<file path="src/hdl/lge_pkg.sv">
`timescale 1ns / 1ps
// ----------------------------------------------------------------------------
// lge_pkg: shared types and constants of the life grid engine
// Action codes, controller states and the command/status bundles between
// the controller and the datapath.
// ----------------------------------------------------------------------------
package lge_pkg;

    localparam int ACTION_W = 2;
    localparam int ROW_W    = 4;
    localparam int COL_W    = 4;

    // B3/S23
    localparam int BIRTH_COUNT   = 3;
    localparam int SURVIVE_COUNT = 2;

    typedef enum logic [ACTION_W-1:0] {
        ACT_WRITE   = 2'd0,
        ACT_ADVANCE = 2'd1,
        ACT_READ    = 2'd2,
        ACT_NONE    = 2'd3
    } t_action;

    typedef enum logic [2:0] {
        S_IDLE,
        S_READ,
        S_ACCESS,
        S_ADVANCE,
        S_DONE
    } t_state;

    typedef struct packed {
        logic capture;     // latch the input word, reset sweep window
        logic rd_issue;    // read the addressed row
        logic acc_finish;  // finish a single-cell access
        logic adv_step;    // one row step of the generation sweep
        logic load_out;    // move the result into the output register
    } t_dp_cmd;

    typedef struct packed {
        logic    on_grid;  // latched address lies in the grid
        logic    adv_last; // current sweep step is the final one
        logic    out_free; // output register can take a word this cycle
    } t_dp_sts;

endpackage

</file>
<file path="src/hdl/lge_if.sv">
`timescale 1ns / 1ps
// ----------------------------------------------------------------------------
// lge_if: valid/ready channels of the life grid engine
// Command channel into the block and result channel out of it.
// ----------------------------------------------------------------------------
interface lge_in_if;
    logic                         valid;
    logic                         ready;
    logic [lge_pkg::ACTION_W-1:0] action;
    logic [lge_pkg::ROW_W-1:0]    row;
    logic [lge_pkg::COL_W-1:0]    col;
    logic                         write_value;

    modport source (output valid, action, row, col, write_value, input ready);
    modport sink   (input valid, action, row, col, write_value, output ready);
endinterface

interface lge_out_if;
    logic                         valid;
    logic                         ready;
    logic                         cell_state;
    logic [lge_pkg::ACTION_W-1:0] action_done;

    modport source (output valid, cell_state, action_done, input ready);
    modport sink   (input valid, cell_state, action_done, output ready);
endinterface

</file>
<file path="src/hdl/lge_ram.sv">
`timescale 1ns / 1ps
// ----------------------------------------------------------------------------
// lge_ram: generic simple dual-port RAM
// One write port, one read port with registered read data.
// ----------------------------------------------------------------------------
module lge_ram #(
    parameter int WIDTH = 16,
    parameter int DEPTH = 16
) (
    input  logic                     i_clk,
    input  logic                     i_we,
    input  logic [$clog2(DEPTH)-1:0] i_waddr,
    input  logic [WIDTH-1:0]         i_wdata,
    input  logic                     i_re,
    input  logic [$clog2(DEPTH)-1:0] i_raddr,
    output logic [WIDTH-1:0]         o_rdata
);

    logic [WIDTH-1:0] r_mem [DEPTH];
    logic [WIDTH-1:0] r_rdata;

    always_ff @(posedge i_clk) begin
        if (i_we) begin
            r_mem[i_waddr] <= i_wdata;
        end
        if (i_re) begin
            r_rdata <= r_mem[i_raddr];
        end
    end

    assign o_rdata = r_rdata;

endmodule

</file>
<file path="src/hdl/lge_ctrl.sv">
`timescale 1ns / 1ps
// ----------------------------------------------------------------------------
// lge_ctrl: sequencing FSM of the life grid engine
// Accepts one command word at a time and steps the datapath through it.
// ----------------------------------------------------------------------------
module lge_ctrl (
    input  logic                         i_clk,
    input  logic                         i_rst_n,
    input  logic                         i_in_valid,
    input  logic [lge_pkg::ACTION_W-1:0] i_in_action,
    output logic                         o_in_ready,
    input  lge_pkg::t_dp_sts             i_sts,
    output lge_pkg::t_dp_cmd             o_cmd
);

    lge_pkg::t_state r_state;
    lge_pkg::t_state n_state;

    always_ff @(posedge i_clk) begin
        if (!i_rst_n) begin
            r_state <= lge_pkg::S_IDLE;
        end else begin
            r_state <= n_state;
        end
    end

    // next state
    always_comb begin
        n_state = r_state;
        unique case (r_state)
            lge_pkg::S_IDLE: begin
                if (i_in_valid) begin
                    if (i_in_action == lge_pkg::ACT_ADVANCE) begin
                        n_state = lge_pkg::S_ADVANCE;
                    end else if (i_in_action == lge_pkg::ACT_WRITE ||
                                 i_in_action == lge_pkg::ACT_READ) begin
                        n_state = lge_pkg::S_READ;
                    end else begin
                        n_state = lge_pkg::S_DONE;
                    end
                end
            end
            lge_pkg::S_READ: begin
                n_state = i_sts.on_grid ? lge_pkg::S_ACCESS : lge_pkg::S_DONE;
            end
            lge_pkg::S_ACCESS: begin
                n_state = lge_pkg::S_DONE;
            end
            lge_pkg::S_ADVANCE: begin
                if (i_sts.adv_last) begin
                    n_state = lge_pkg::S_DONE;
                end
            end
            lge_pkg::S_DONE: begin
                if (i_sts.out_free) begin
                    n_state = lge_pkg::S_IDLE;
                end
            end
            default: n_state = lge_pkg::S_IDLE;
        endcase
    end

    // outputs
    always_comb begin
        o_cmd      = '0;
        o_in_ready = 1'b0;
        unique case (r_state)
            lge_pkg::S_IDLE: begin
                o_in_ready    = 1'b1;
                o_cmd.capture = i_in_valid;
            end
            lge_pkg::S_READ: begin
                o_cmd.rd_issue = i_sts.on_grid;
            end
            lge_pkg::S_ACCESS: begin
                o_cmd.acc_finish = 1'b1;
            end
            lge_pkg::S_ADVANCE: begin
                o_cmd.adv_step = 1'b1;
            end
            lge_pkg::S_DONE: begin
                o_cmd.load_out = i_sts.out_free;
            end
            default: begin
                o_cmd = '0;
            end
        endcase
    end

endmodule

</file>
<file path="src/hdl/lge_dpath.sv">
`timescale 1ns / 1ps
// ----------------------------------------------------------------------------
// lge_dpath: grid storage and generation datapath
// Row RAM with per-row valid bits, three-row sweep window, result and
// output registers.
// ----------------------------------------------------------------------------
module lge_dpath #(
    parameter int GRID_SIZE = 16
) (
    input  logic                         i_clk,
    input  logic                         i_rst_n,
    input  lge_pkg::t_dp_cmd             i_cmd,
    output lge_pkg::t_dp_sts             o_sts,
    input  logic [lge_pkg::ACTION_W-1:0] i_in_action,
    input  logic [lge_pkg::ROW_W-1:0]    i_in_row,
    input  logic [lge_pkg::COL_W-1:0]    i_in_col,
    input  logic                         i_in_write_value,
    output logic                         o_out_valid,
    input  logic                         i_out_ready,
    output logic                         o_out_cell_state,
    output logic [lge_pkg::ACTION_W-1:0] o_out_action_done
);

    localparam int AW    = $clog2(GRID_SIZE);
    localparam int CW    = $clog2(GRID_SIZE);
    localparam int CNT_W = $clog2(GRID_SIZE + 2);

    // latched command word
    lge_pkg::t_action            r_action;
    logic [lge_pkg::ROW_W-1:0]   r_row;
    logic [lge_pkg::COL_W-1:0]   r_col;
    logic                        r_wv;

    logic [GRID_SIZE-1:0] r_valid;
    logic [GRID_SIZE-1:0] r_prev;
    logic [GRID_SIZE-1:0] r_cur;
    logic [CNT_W-1:0]     r_cnt;
    logic                 r_rd_ok;
    logic                 r_cell;

    logic                  r_out_valid;
    logic                  r_out_cell;
    lge_pkg::t_action      r_out_action;

    logic                 on_grid;
    logic [AW-1:0]        row_addr;
    logic [CW-1:0]        col_idx;
    logic                 rd_en;
    logic [AW-1:0]        rd_addr;
    logic [GRID_SIZE-1:0] ram_q;
    logic [GRID_SIZE-1:0] rd_row;
    logic                 wr_en;
    logic [AW-1:0]        wr_addr;
    logic [GRID_SIZE-1:0] wr_data;
    logic [GRID_SIZE-1:0] mod_row;
    logic [GRID_SIZE-1:0] life_row;
    logic [CNT_W-1:0]     wr_cnt;
    logic                 sweep_rd;
    logic                 sweep_wr;

    assign on_grid  = (32'(r_row) < 32'(GRID_SIZE)) && (32'(r_col) < 32'(GRID_SIZE));
    assign row_addr = AW'(r_row);
    assign col_idx  = CW'(r_col);

    assign sweep_rd = i_cmd.adv_step && (r_cnt < CNT_W'(GRID_SIZE));
    assign sweep_wr = i_cmd.adv_step && (r_cnt >= CNT_W'(2));
    assign wr_cnt   = r_cnt - CNT_W'(2);

    assign rd_en   = i_cmd.rd_issue || sweep_rd;
    assign rd_addr = i_cmd.adv_step ? r_cnt[AW-1:0] : row_addr;

    // rows never written since reset read as dead
    assign rd_row = r_rd_ok ? ram_q : '0;

    always_comb begin
        mod_row          = rd_row;
        mod_row[col_idx] = r_wv;
    end

    // B3/S23 on the row held in r_cur, neighbors from r_prev and rd_row
    logic [GRID_SIZE+1:0] pad_prev;
    logic [GRID_SIZE+1:0] pad_cur;
    logic [GRID_SIZE+1:0] pad_next;

    assign pad_prev = {1'b0, r_prev, 1'b0};
    assign pad_cur  = {1'b0, r_cur,  1'b0};
    assign pad_next = {1'b0, rd_row, 1'b0};

    for (genvar c = 0; c < GRID_SIZE; c++) begin : g_col
        logic [3:0] nb;
        assign nb = 4'(pad_prev[c]) + 4'(pad_prev[c+1]) + 4'(pad_prev[c+2])
                  + 4'(pad_cur[c])                      + 4'(pad_cur[c+2])
                  + 4'(pad_next[c]) + 4'(pad_next[c+1]) + 4'(pad_next[c+2]);
        assign life_row[c] = (nb == 4'(lge_pkg::BIRTH_COUNT)) ||
                             (r_cur[c] && (nb == 4'(lge_pkg::SURVIVE_COUNT)));
    end

    always_comb begin
        wr_en   = 1'b0;
        wr_addr = row_addr;
        wr_data = mod_row;
        if (sweep_wr) begin
            wr_en   = 1'b1;
            wr_addr = wr_cnt[AW-1:0];
            wr_data = life_row;
        end else if (i_cmd.acc_finish && (r_action == lge_pkg::ACT_WRITE)) begin
            wr_en = 1'b1;
        end
    end

    lge_ram #(
        .WIDTH (GRID_SIZE),
        .DEPTH (GRID_SIZE)
    ) u_ram (
        .i_clk   (i_clk),
        .i_we    (wr_en),
        .i_waddr (wr_addr),
        .i_wdata (wr_data),
        .i_re    (rd_en),
        .i_raddr (rd_addr),
        .o_rdata (ram_q)
    );

    // control state
    always_ff @(posedge i_clk) begin
        if (!i_rst_n) begin
            r_valid     <= '0;
            r_rd_ok     <= 1'b0;
            r_cnt       <= '0;
            r_out_valid <= 1'b0;
        end else begin
            if (wr_en) begin
                r_valid[wr_addr] <= 1'b1;
            end
            r_rd_ok <= rd_en && r_valid[rd_addr];
            if (i_cmd.capture) begin
                r_cnt <= '0;
            end else if (i_cmd.adv_step) begin
                r_cnt <= r_cnt + CNT_W'(1);
            end
            if (i_cmd.load_out) begin
                r_out_valid <= 1'b1;
            end else if (i_out_ready) begin
                r_out_valid <= 1'b0;
            end
        end
    end

    // payload
    always_ff @(posedge i_clk) begin
        if (i_cmd.capture) begin
            r_action <= lge_pkg::t_action'(i_in_action);
            r_row    <= i_in_row;
            r_col    <= i_in_col;
            r_wv     <= i_in_write_value;
            r_cell   <= 1'b0;
            r_prev   <= '0;
            r_cur    <= '0;
        end else begin
            if (i_cmd.acc_finish) begin
                r_cell <= (r_action == lge_pkg::ACT_WRITE) ? r_wv : rd_row[col_idx];
            end
            if (i_cmd.adv_step) begin
                r_prev <= r_cur;
                r_cur  <= rd_row;
            end
        end
        if (i_cmd.load_out) begin
            r_out_cell   <= r_cell;
            r_out_action <= r_action;
        end
    end

    assign o_sts.on_grid  = on_grid;
    assign o_sts.adv_last = (r_cnt == CNT_W'(GRID_SIZE + 1));
    assign o_sts.out_free = !r_out_valid || i_out_ready;

    assign o_out_valid       = r_out_valid;
    assign o_out_cell_state  = r_out_cell;
    assign o_out_action_done = r_out_action;

endmodule

</file>
<file path="src/hdl/life_grid_engine_top.sv">
`timescale 1ns / 1ps
// ----------------------------------------------------------------------------
// life_grid_engine_top: Conway B3/S23 grid engine
// Square grid of one-bit cells with single-cell write/read and a one
// generation advance, dead cells beyond the border.
// ----------------------------------------------------------------------------
// Usage:
//   i_in carries one command word: action (0 write, 1 advance, 2 read),
//   row, col and write_value. o_out returns exactly one word per command:
//   cell_state (the addressed cell after the action, 0 for advance or an
//   address off the grid) and action_done (echo of the action code).
//   Commands are handled one at a time; i_in.ready is high only while the
//   engine is idle.
//   The next command can be taken in the cycle after the result is loaded.
//   An advance is a row sweep through a three-row window: one RAM row read
//   and one new row written per cycle, plus two steps to fill and drain the
//   window and one to load the output register.
//   Results sit in an output register; a new command is accepted while a
//   result waits. When the receiver stalls and a second result is ready,
//   the engine holds it and does not accept further commands.
//   Reset (synchronous, active low) clears the row valid bits, so the whole
//   grid reads as dead at once with no clearing pass; the RAM itself is not
//   touched. The output register comes out of reset empty.
// ----------------------------------------------------------------------------
module life_grid_engine_top #(
    parameter int GRID_SIZE = 16
) (
    input  logic      i_clk,
    input  logic      i_rst_n,
    lge_in_if.sink    i_in,
    lge_out_if.source o_out
);

    lge_pkg::t_dp_cmd cmd;
    lge_pkg::t_dp_sts sts;

    // sequencing
    lge_ctrl u_ctrl (
        .i_clk       (i_clk),
        .i_rst_n     (i_rst_n),
        .i_in_valid  (i_in.valid),
        .i_in_action (i_in.action),
        .o_in_ready  (i_in.ready),
        .i_sts       (sts),
        .o_cmd       (cmd)
    );

    // grid storage, generation logic and output register
    lge_dpath #(
        .GRID_SIZE (GRID_SIZE)
    ) u_dpath (
        .i_clk             (i_clk),
        .i_rst_n           (i_rst_n),
        .i_cmd             (cmd),
        .o_sts             (sts),
        .i_in_action       (i_in.action),
        .i_in_row          (i_in.row),
        .i_in_col          (i_in.col),
        .i_in_write_value  (i_in.write_value),
        .o_out_valid       (o_out.valid),
        .i_out_ready       (o_out.ready),
        .o_out_cell_state  (o_out.cell_state),
        .o_out_action_done (o_out.action_done)
    );

endmodule

</file>
<file path="src/flat_wrapper.sv">
// flat-port wrapper written by rule: the top's interface ports become plain ports
module life_grid_engine_top_flat 
#(
    parameter int GRID_SIZE = 16
)
  (i_clk, i_rst_n, i_in_valid, i_in_action, i_in_row, i_in_col, i_in_write_value, i_in_ready, o_out_valid, o_out_cell_state, o_out_action_done, o_out_ready);
  lge_in_if i_in_i ();
  lge_out_if o_out_i ();
  input  logic i_clk;
  input  logic i_rst_n;
  input wire logic [$bits(i_in_i.valid)-1:0] i_in_valid;
  input wire logic [$bits(i_in_i.action)-1:0] i_in_action;
  input wire logic [$bits(i_in_i.row)-1:0] i_in_row;
  input wire logic [$bits(i_in_i.col)-1:0] i_in_col;
  input wire logic [$bits(i_in_i.write_value)-1:0] i_in_write_value;
  output wire logic [$bits(i_in_i.ready)-1:0] i_in_ready;
  output wire logic [$bits(o_out_i.valid)-1:0] o_out_valid;
  output wire logic [$bits(o_out_i.cell_state)-1:0] o_out_cell_state;
  output wire logic [$bits(o_out_i.action_done)-1:0] o_out_action_done;
  input wire logic [$bits(o_out_i.ready)-1:0] o_out_ready;
  assign i_in_i.valid = i_in_valid;
  assign i_in_i.action = i_in_action;
  assign i_in_i.row = i_in_row;
  assign i_in_i.col = i_in_col;
  assign i_in_i.write_value = i_in_write_value;
  assign i_in_ready = i_in_i.ready;
  assign o_out_valid = o_out_i.valid;
  assign o_out_cell_state = o_out_i.cell_state;
  assign o_out_action_done = o_out_i.action_done;
  assign o_out_i.ready = o_out_ready;
  life_grid_engine_top #(.GRID_SIZE(GRID_SIZE)) u_core (.i_clk(i_clk), .i_rst_n(i_rst_n), .i_in(i_in_i), .o_out(o_out_i));
endmodule
</file>
<file path="config.mk">
export PLATFORM = sky130hd
export DESIGN_NAME = life_grid_engine_top_flat
export DESIGN_NICKNAME = d
export VERILOG_FILES = /design/src/hdl/lge_pkg.sv /design/src/hdl/lge_if.sv /design/src/hdl/lge_ram.sv /design/src/hdl/lge_ctrl.sv /design/src/hdl/lge_dpath.sv /design/src/hdl/life_grid_engine_top.sv /design/src/flat_wrapper.sv
export SDC_FILE = /design/constraint.sdc
export NUM_CORES = 1
export LEC_CHECK = 0
export BUFFER_PORTS_ARGS = -buffer_cell sky130_fd_sc_hd__buf_4
export CAP_MARGIN = 25
export CORE_UTILIZATION = 50
export CTS_BUF_LIST = sky130_fd_sc_hd__clkbuf_16
export DETAILED_ROUTE_END_ITERATION = 10
export HOLD_SLACK_MARGIN = 0.03
export PLACE_DENSITY = 0.76
export SLEW_MARGIN = 0
export SYNTH_ARGS = -nofsm -noshare
export SYNTH_HDL_FRONTEND = slang
export SYNTH_HIERARCHICAL = 1
export SYNTH_SLANG_ARGS = --single-unit
</file>
<file path="constraint.sdc">
create_clock -name i_clk -period 4.2 [get_ports i_clk]
set_input_delay 0.21 -clock i_clk [delete_from_list [all_inputs] [get_ports i_clk]]
set_output_delay 0.21 -clock i_clk [all_outputs]
set_load 0.05 [all_outputs]
</file>
==> metrics.yaml, run 1 <==
clock_network:
  htree_levels: 2
  cts-root-buf: "clkbuf_16"
  cts.path.max_buffers: 3
  cts_buffers: 36
  clkTransAtPathRegs_ps: 60
  clk_latency_ps: 530
  cts_tree: "yes"
  postCtsSetupRepairBufs: 0
  cts_sinks: 345
timing:
  rsz0062_at_grt: "no"
  worst_pin_slew_ps: 928.1
  slew_viol_final: 0
  fin_crit_sh: 0.8980
  slew_headroom: 0.3813
  fin_tns_setup_ps: 0
  finalSetupViolCount: 0
  finalHoldViolCount: 0
  period_minus_slack_ps: 3771
  maxClockFrequency_mhz: 265.2
  finClkSkew_ps: 18.07
synthesis:
  postSynthCellCount: 1119
  ys_warn_count: 6
  syn-num-nets: 1243
  synth_ff_type: "edfxtp_1"
  ys_ff_latch: 345
  async_flop_share: 0
  syn-cell-area_um2: 16490
  synth_area_per_cell_um2: 14.73
  synth_edf_count: 286
  yosysSeqAreaShare: 0.5925
  synth_cell_types: 59
grt:
  grt_max_degree: 65
  grt_pass1_wl_mm: 54.86
  grt_overflow_total: 0
  antenna_found_initial: 0
  grt_pass1_vias: 9620
  grt_usage: 0.2171
route:
  wl_mm: 35.33
  viasPerCell: 5.767
  final_antenna_net_count: 0
  drtIter0Drc: 872
  drc: 0
  wl_per_cell_um: 21.27
  drt_pass1_iterations: 5
  vias: 9579
worst_setup_path:
  cp-start-kind: "flop"
  crit_path_max_fanout: 16
  cp-end-kind: "flop"
  cp.arrival_ps: 4010
  critical_path_required_ps: 4430
  path_class: "flop to flop"
  r2r_cells: 10
final_layout:
  area_delta_synth_final_pct: 12.92
  antenna_cells: 0
  final_cells: 1661
  mostFrequentLayoutCells: "286 x edfxtp_1, 112 x inv_1, 65 x nor2_1"
  stdcell_area_um2: 18620
  drive_gt1_frac: 0.1747
  fin_nets: 1316
  final_common_cell: "edfxtp_1"
worst_hold_path:
  holdPathStages: 3
  hp-class: "input pin to flop"
flow_run:
  drv_cap: 0
place:
  place_area_um2: 17390
  place.gp.congestion: 0.8595
  post-place-cells: 1582
  detailed_place_hpwl_mm: 22.28
  io_buffer_count: 19
power_and_ir_drop:
  vdd_ir_drop_max_mv: 0.2202
  leakage_nw: 6.539
  power_density_nw_per_um2: 388.6
run_status:
  status: "complete, no violations"
floorplanning:
  initial_core_util: 0.5081
  rows: 66
  die_h_um: 183.6
  die-area_um2: 33710
  die_w_um: 183.6
  ios: 20
  fp.coreArea_um2: 32450
cell families after synthesis:
| group | after synthesis | share of synthesized area |
|---|---|---|
| AND/OR/NAND/NOR | 233 | 0.06845 |
| multiplexers | 120 | 0.1279 |
| adder cells (fa/ha/maj) | 109 | 0.1100 |
| buffers and inverters | 154 | 0.04045 |
| XOR/XNOR | 5 | 0.002656 |
| flip-flops | 345 | 0.5925 |
| other | 1 | 0.0002274 |
| AO/OA/AOI/OAI | 152 | 0.05775 |
metrics by stage:
stage          hold slack, ps  setup slack [ps]  utilization  power, W
2_1_floorplan           308.9             362.9            -  0.004195
3_3_place_gp            389.0             233.9       0.5358  0.004350
3_5_place_dp            389.6             172.7       0.5358  0.004358
4_1_cts                 72.25             126.4       0.5734  0.007296
5_1_grt                 95.93             245.7       0.5737  0.007466
6_report                86.71             428.5       0.5737  0.007236
path summary, 6_finish.rpt:
check,from,to,slack (ps)
worst max register to register,u_core/u_dpath/r_prev[10],u_core/u_dpath/u_ram/r_mem[4][11],430
worst min register to register,u_core/u_dpath/r_cell,u_core/u_dpath/o_out_cell_state,450
worst min-delay path,i_rst_n,u_core/u_dpath/r_valid[3],90
worst max-delay path,u_core/u_dpath/r_prev[10],u_core/u_dpath/u_ram/r_mem[4][11],430
flip-flops by register name, indices dropped and copies added (netlist names):
signal	cells
u_core/u_ctrl/r_state	3
u_core/u_dpath/col_idx	4
u_core/u_dpath/o_out_action_done	2
u_core/u_dpath/o_out_cell_state	1
u_core/u_dpath/o_out_valid	1
u_core/u_dpath/r_action	2
u_core/u_dpath/r_cell	1
u_core/u_dpath/r_cnt	5
u_core/u_dpath/r_cur	16
u_core/u_dpath/r_prev	16
u_core/u_dpath/r_rd_ok	1
u_core/u_dpath/r_row	4
u_core/u_dpath/r_valid	16
u_core/u_dpath/r_wv	1
u_core/u_dpath/u_ram/o_rdata	16
u_core/u_dpath/u_ram/r_mem	256
routing by layer:
layer  share of wire  global-route usage  up-vias
li1                -                   -     4294
met4           0.024             0.06800        0
met5               0                   0        -
met2            0.49              0.3561      313
met3           0.059             0.02952       61
met1            0.43              0.3023     4911
synthesized netlist by cell type (all sizes together), types with 2 or more instances:
library cell,count,area (um^2)
nor2b,7,43.79
clkbuf,21,78.83
and2,14,87.58
mux2i,51,518.0
nor3,11,55.05
o21a,9,67.56
o31ai,2,20.02
nor4b,3,32.53
fa,60,1201
a22oi,34,255.2
nor3b,8,70.06
dfxtp,59,1181
nand2,61,231.5
nand2b,11,68.82
nand3,24,120.1
inv,108,405.4
o21ai,49,264.0
and2b,2,15.01
a21o,2,15.01
nand3b,2,15.01
o211ai,6,45.04
and4b,3,30.03
nor2,77,289.0
a21oi,39,195.2
mux4,69,1592
ha,49,613.1
xnor2,4,35.03
nand4,3,18.77
buf,25,182.7
or3b,2,20.02
edfxtp,286,8588
o22a,2,17.52
and3,3,18.77
cell type report:
cell class                      instances  area (um^2)
Fill cell                            2455        13830
Clock inverter                         28        163.9
Sequential cell                       345         9769
Inverter                              108        407.9
Clock buffer                           37        925.9
Multi-Input combinational cell        620         6108
Tap cell                              442        553.0
Timing Repair Buffer                   81        690.7
power breakdown:
part / leakage [nW] / internal [W] / switching, W
combinational: 3.14 / 0.000213 / 0.000315
sequential: 2.84 / 0.00373 / 0.0000422
clock: 0.560 / 0.00162 / 0.00131
critical path, cell delays in order, from the launching register on:
cell and delay [ps]:
dfxtp_1 350, inv_1 100, fa_1 510, fa_1 530, fa_1 550, inv_1 50, ha_1 210, fa_1 490
o21a_1 110, a21oi_1 70, a21oi_2 500
repair_timing:
item,CTS,global route
endpoints found under the setup margin,0,16
gates resized for setup,0,1
hold buffers,13,0
endpoints found under the hold margin,13,0
(Power assumes the default switching activity.)
==> run 2: changes to the inputs <==
--- a/config.mk
+++ b/config.mk
@@ -10,6 +10,7 @@
 export CORE_UTILIZATION = 50
 export CTS_BUF_LIST = sky130_fd_sc_hd__clkbuf_16
 export DETAILED_ROUTE_END_ITERATION = 10
+export GPL_TIMING_DRIVEN = 0
 export HOLD_SLACK_MARGIN = 0.03
 export PLACE_DENSITY = 0.76
 export SLEW_MARGIN = 0
==> run 2 against run 1 <==
Routed wire length is 1.5% lower; total power is 0.38% higher; count of clock-buffer cells in the layout is 2 lower; highest routed layer unchanged; via count is 0.72% lower; fmax is 7.1% lower; critical path depth is 1 higher; cell area is 0.81% higher; clock power hardly changed; setup slack worse by 290 ps; core utilization is 0.46 points higher; first-iteration DRC count is 2.5% lower.
==> metrics.yaml, run 2 (synthesis gave the netlist of run 1 again) <==
floorplanning:
  rows: 66  # unchanged
  ios: 20  # unchanged
  die-area_um2: 33710  # unchanged
  fp.coreArea_um2: 32450  # unchanged
  die_w_um: 183.6  # unchanged
  die_h_um: 183.6  # unchanged
  initial_core_util: 0.5081  # unchanged
worst_setup_path:
  r2r_cells: 11  # was 10
  crit_path_max_fanout: 16  # unchanged
  cpPeakStageDelay_ps: 600  # was 550 ps
  crit_chain: "clkbuf_1 -> and2_1 -> inv_1 -> fa_1 -> fa_1 -> inv_1 -> ha_1 -> fa_1 -> o21a_1 -> a21oi_1 -> a21oi_2"  # was inv_1 -> fa_1 -> fa_1 -> fa_1 -> inv_1 -> ha_1 -> fa_1 -> o21a_1 -> a21oi_1 -> a21oi_2
  critical_path_required_ps: 4420  # was 4430 ps
  cp.arrival_ps: 4280  # was 4010 ps
  cpMostUsedCell: "fa_1"  # unchanged
  path_class: "flop to flop"  # unchanged
  cp-start-kind: "flop"  # unchanged
  critical_path.slowest_cell: "a21oi_2"  # was fa_1
  cp-end-kind: "flop"  # unchanged
place:
  place.gp.congestion: 0.9152  # was 0.8595
  io_buffer_count: 19  # unchanged
  place_area_um2: 17460  # was 17390 um^2
  detailed_place_hpwl_mm: 24.50  # was 22.28 mm
  pre_cts_slack_ps: -404.3  # was 172.7 ps
run_status:
  status: "complete, no violations"  # unchanged
timing:
  rsz0062_at_grt: "no"  # unchanged
  slew_viol_final: 0  # unchanged
  worst_pin_slew_ps: 953.9  # was 928.1 ps
  worst_slack_ps: 141.8  # was 428.5 ps
  finalHoldViolCount: 0  # unchanged
  finClkSkew_ps: 21.52  # was 18.07 ps
  finalSetupViolCount: 0  # unchanged
  maxClockFrequency_mhz: 246.4  # was 265.2 MHz
  period_minus_slack_ps: 4058  # was 3771 ps
  fin_crit_sh: 0.9662  # was 0.8980
  slew_headroom: 0.3634  # was 0.3813
final_layout:
  drive_gt1_frac: 0.1636  # was 0.1747
  final_common_cell: "edfxtp_1"  # unchanged
  mostFrequentLayoutCells: "286 x edfxtp_1, 114 x inv_1, 65 x nor2_1"  # was 286 x edfxtp_1, 112 x inv_1, 65 x nor2_1
  stdcell_area_um2: 18770  # was 18620 um^2
  regMostFlops: "u_core/u_dpath/u_ram/r_mem"  # unchanged
  finish.utilization: 0.5783  # was 0.5737
  antenna_cells: 0  # unchanged
  area_delta_synth_final_pct: 13.83  # was 12.92%
  fin_nets: 1333  # was 1316
  largest_reg_flops: 256  # unchanged
clock_network:
  cts-root-buf: "clkbuf_16"  # unchanged
  cts_buffers: 35  # was 36
  clk_latency_ps: 540  # was 530 ps
  cts.path.max_buffers: 3  # unchanged
  clkTransAtPathRegs_ps: 60  # about the same
  cts_sinks: 345  # unchanged
  cts_tree: "yes"  # unchanged
  htree_levels: 2  # unchanged
worst_hold_path:
  hp-class: "input pin to flop"  # unchanged
  holdPathStages: 2  # was 3
route:
  drc: 0  # unchanged
  vias: 9510  # was 9579
  drtIter0Drc: 850  # was 872
  wl_mm: 34.80  # was 35.33 mm
  final_antenna_net_count: 0  # unchanged
  wl_per_cell_um: 20.75  # was 21.27 um
  viasPerCell: 5.671  # was 5.767
  drt_pass1_iterations: 7  # was 5
grt:
  grt_max_degree: 17  # was 65
  grt_usage: 0.2161  # was 0.2171
  antenna_found_initial: 0  # unchanged
  grt_pass1_vias: 9890  # was 9620
  grt_overflow_total: 0  # unchanged
  grt_pass1_wl_mm: 55.03  # was 54.86 mm
flow_run:
  drv_cap: 0  # unchanged
power_and_ir_drop:
  power_density_nw_per_um2: 387.0  # was 388.6 nW/um^2
  leakage_nw: 6.527  # was 6.539 nW
  vdd_ir_drop_max_mv: 0.3698  # was 0.2202 mV
==> run 2: final timing paths <==
| path | start | endpoint | slack [ps] |
|---|---|---|---|
| worst max-delay path | u_core/u_dpath/r_rd_ok | u_core/u_dpath/u_ram/r_mem[13][14] | 140 |
| worst min-delay path | i_in_row[1] | u_core/u_dpath/r_row[1] | 400 |
| worst max register to register | u_core/u_dpath/r_rd_ok | u_core/u_dpath/u_ram/r_mem[13][14] | 140 |
| worst min register to register | u_core/u_dpath/r_valid[0] | u_core/u_dpath/r_valid[0] | 450 |
==> run 2: worst max-delay path: cells and delay by family, from the launching register on <==
kind                     cells  cell delay, ps
AO/OA/AOI/OAI                3             820
flip-flops                   1             380
buffers and inverters        3             520
adder cells (fa/ha/maj)      4            1710
AND/OR/NAND/NOR              1             290
==> run 2: metal layers <==
layer	global-route usage	vias up	wire, um
met2	0.3597	274	17170
met5	0	-	0
met3	0.03506	51	1997
met1	0.2944	4857	14990
met4	0.06233	0	648
li1	-	4328	-
==> run 2: cell type report <==
class                      instances  area [um^2]
fill                            2464        13680
sequential                       345         9769
multi-input combinational        620         6163
clock buffer                      35        875.8
tap                              442        553.0
timing repair buffer              53        533.0
inverter                         108        405.4
buffer                            46        261.5
clock inverter                    28        207.7
==> run 2: timing repair <==
item / 4_1_cts / 5_1_grt
hold endpoints to repair: 14 / 0
setup endpoints to repair: 144 / 37
buffers inserted: 0 / 1
gates resized for setup: 9 / 4
hold buffers: 14 / 0
==> run 2: through the flow <==
step / instances / setup TNS, ps / total power (W) / hold slack (ps)
floorplan: 1119 / 0 / 0.004195 / 308.9
global placement: 1580 / -105480 / 0.004352 / 390.0
detailed placement: 1599 / -23610 / 0.004373 / 390.9
CTS: 1676 / 0 / 0.007315 / 383.3
global route: 1677 / 0 / 0.007498 / 394.8
finish: 1677 / 0 / 0.007263 / 397.1
==> run 2: power by group <==
group	total [W]	switching [W]	internal, W	leakage, nW
Clock	0.00294	0.00129	0.00165	0.549
Sequential	0.00377	0.0000352	0.00373	2.84
Combinational	0.000554	0.000335	0.000219	3.14
Total	0.00726	0.00166	0.00560	6.53
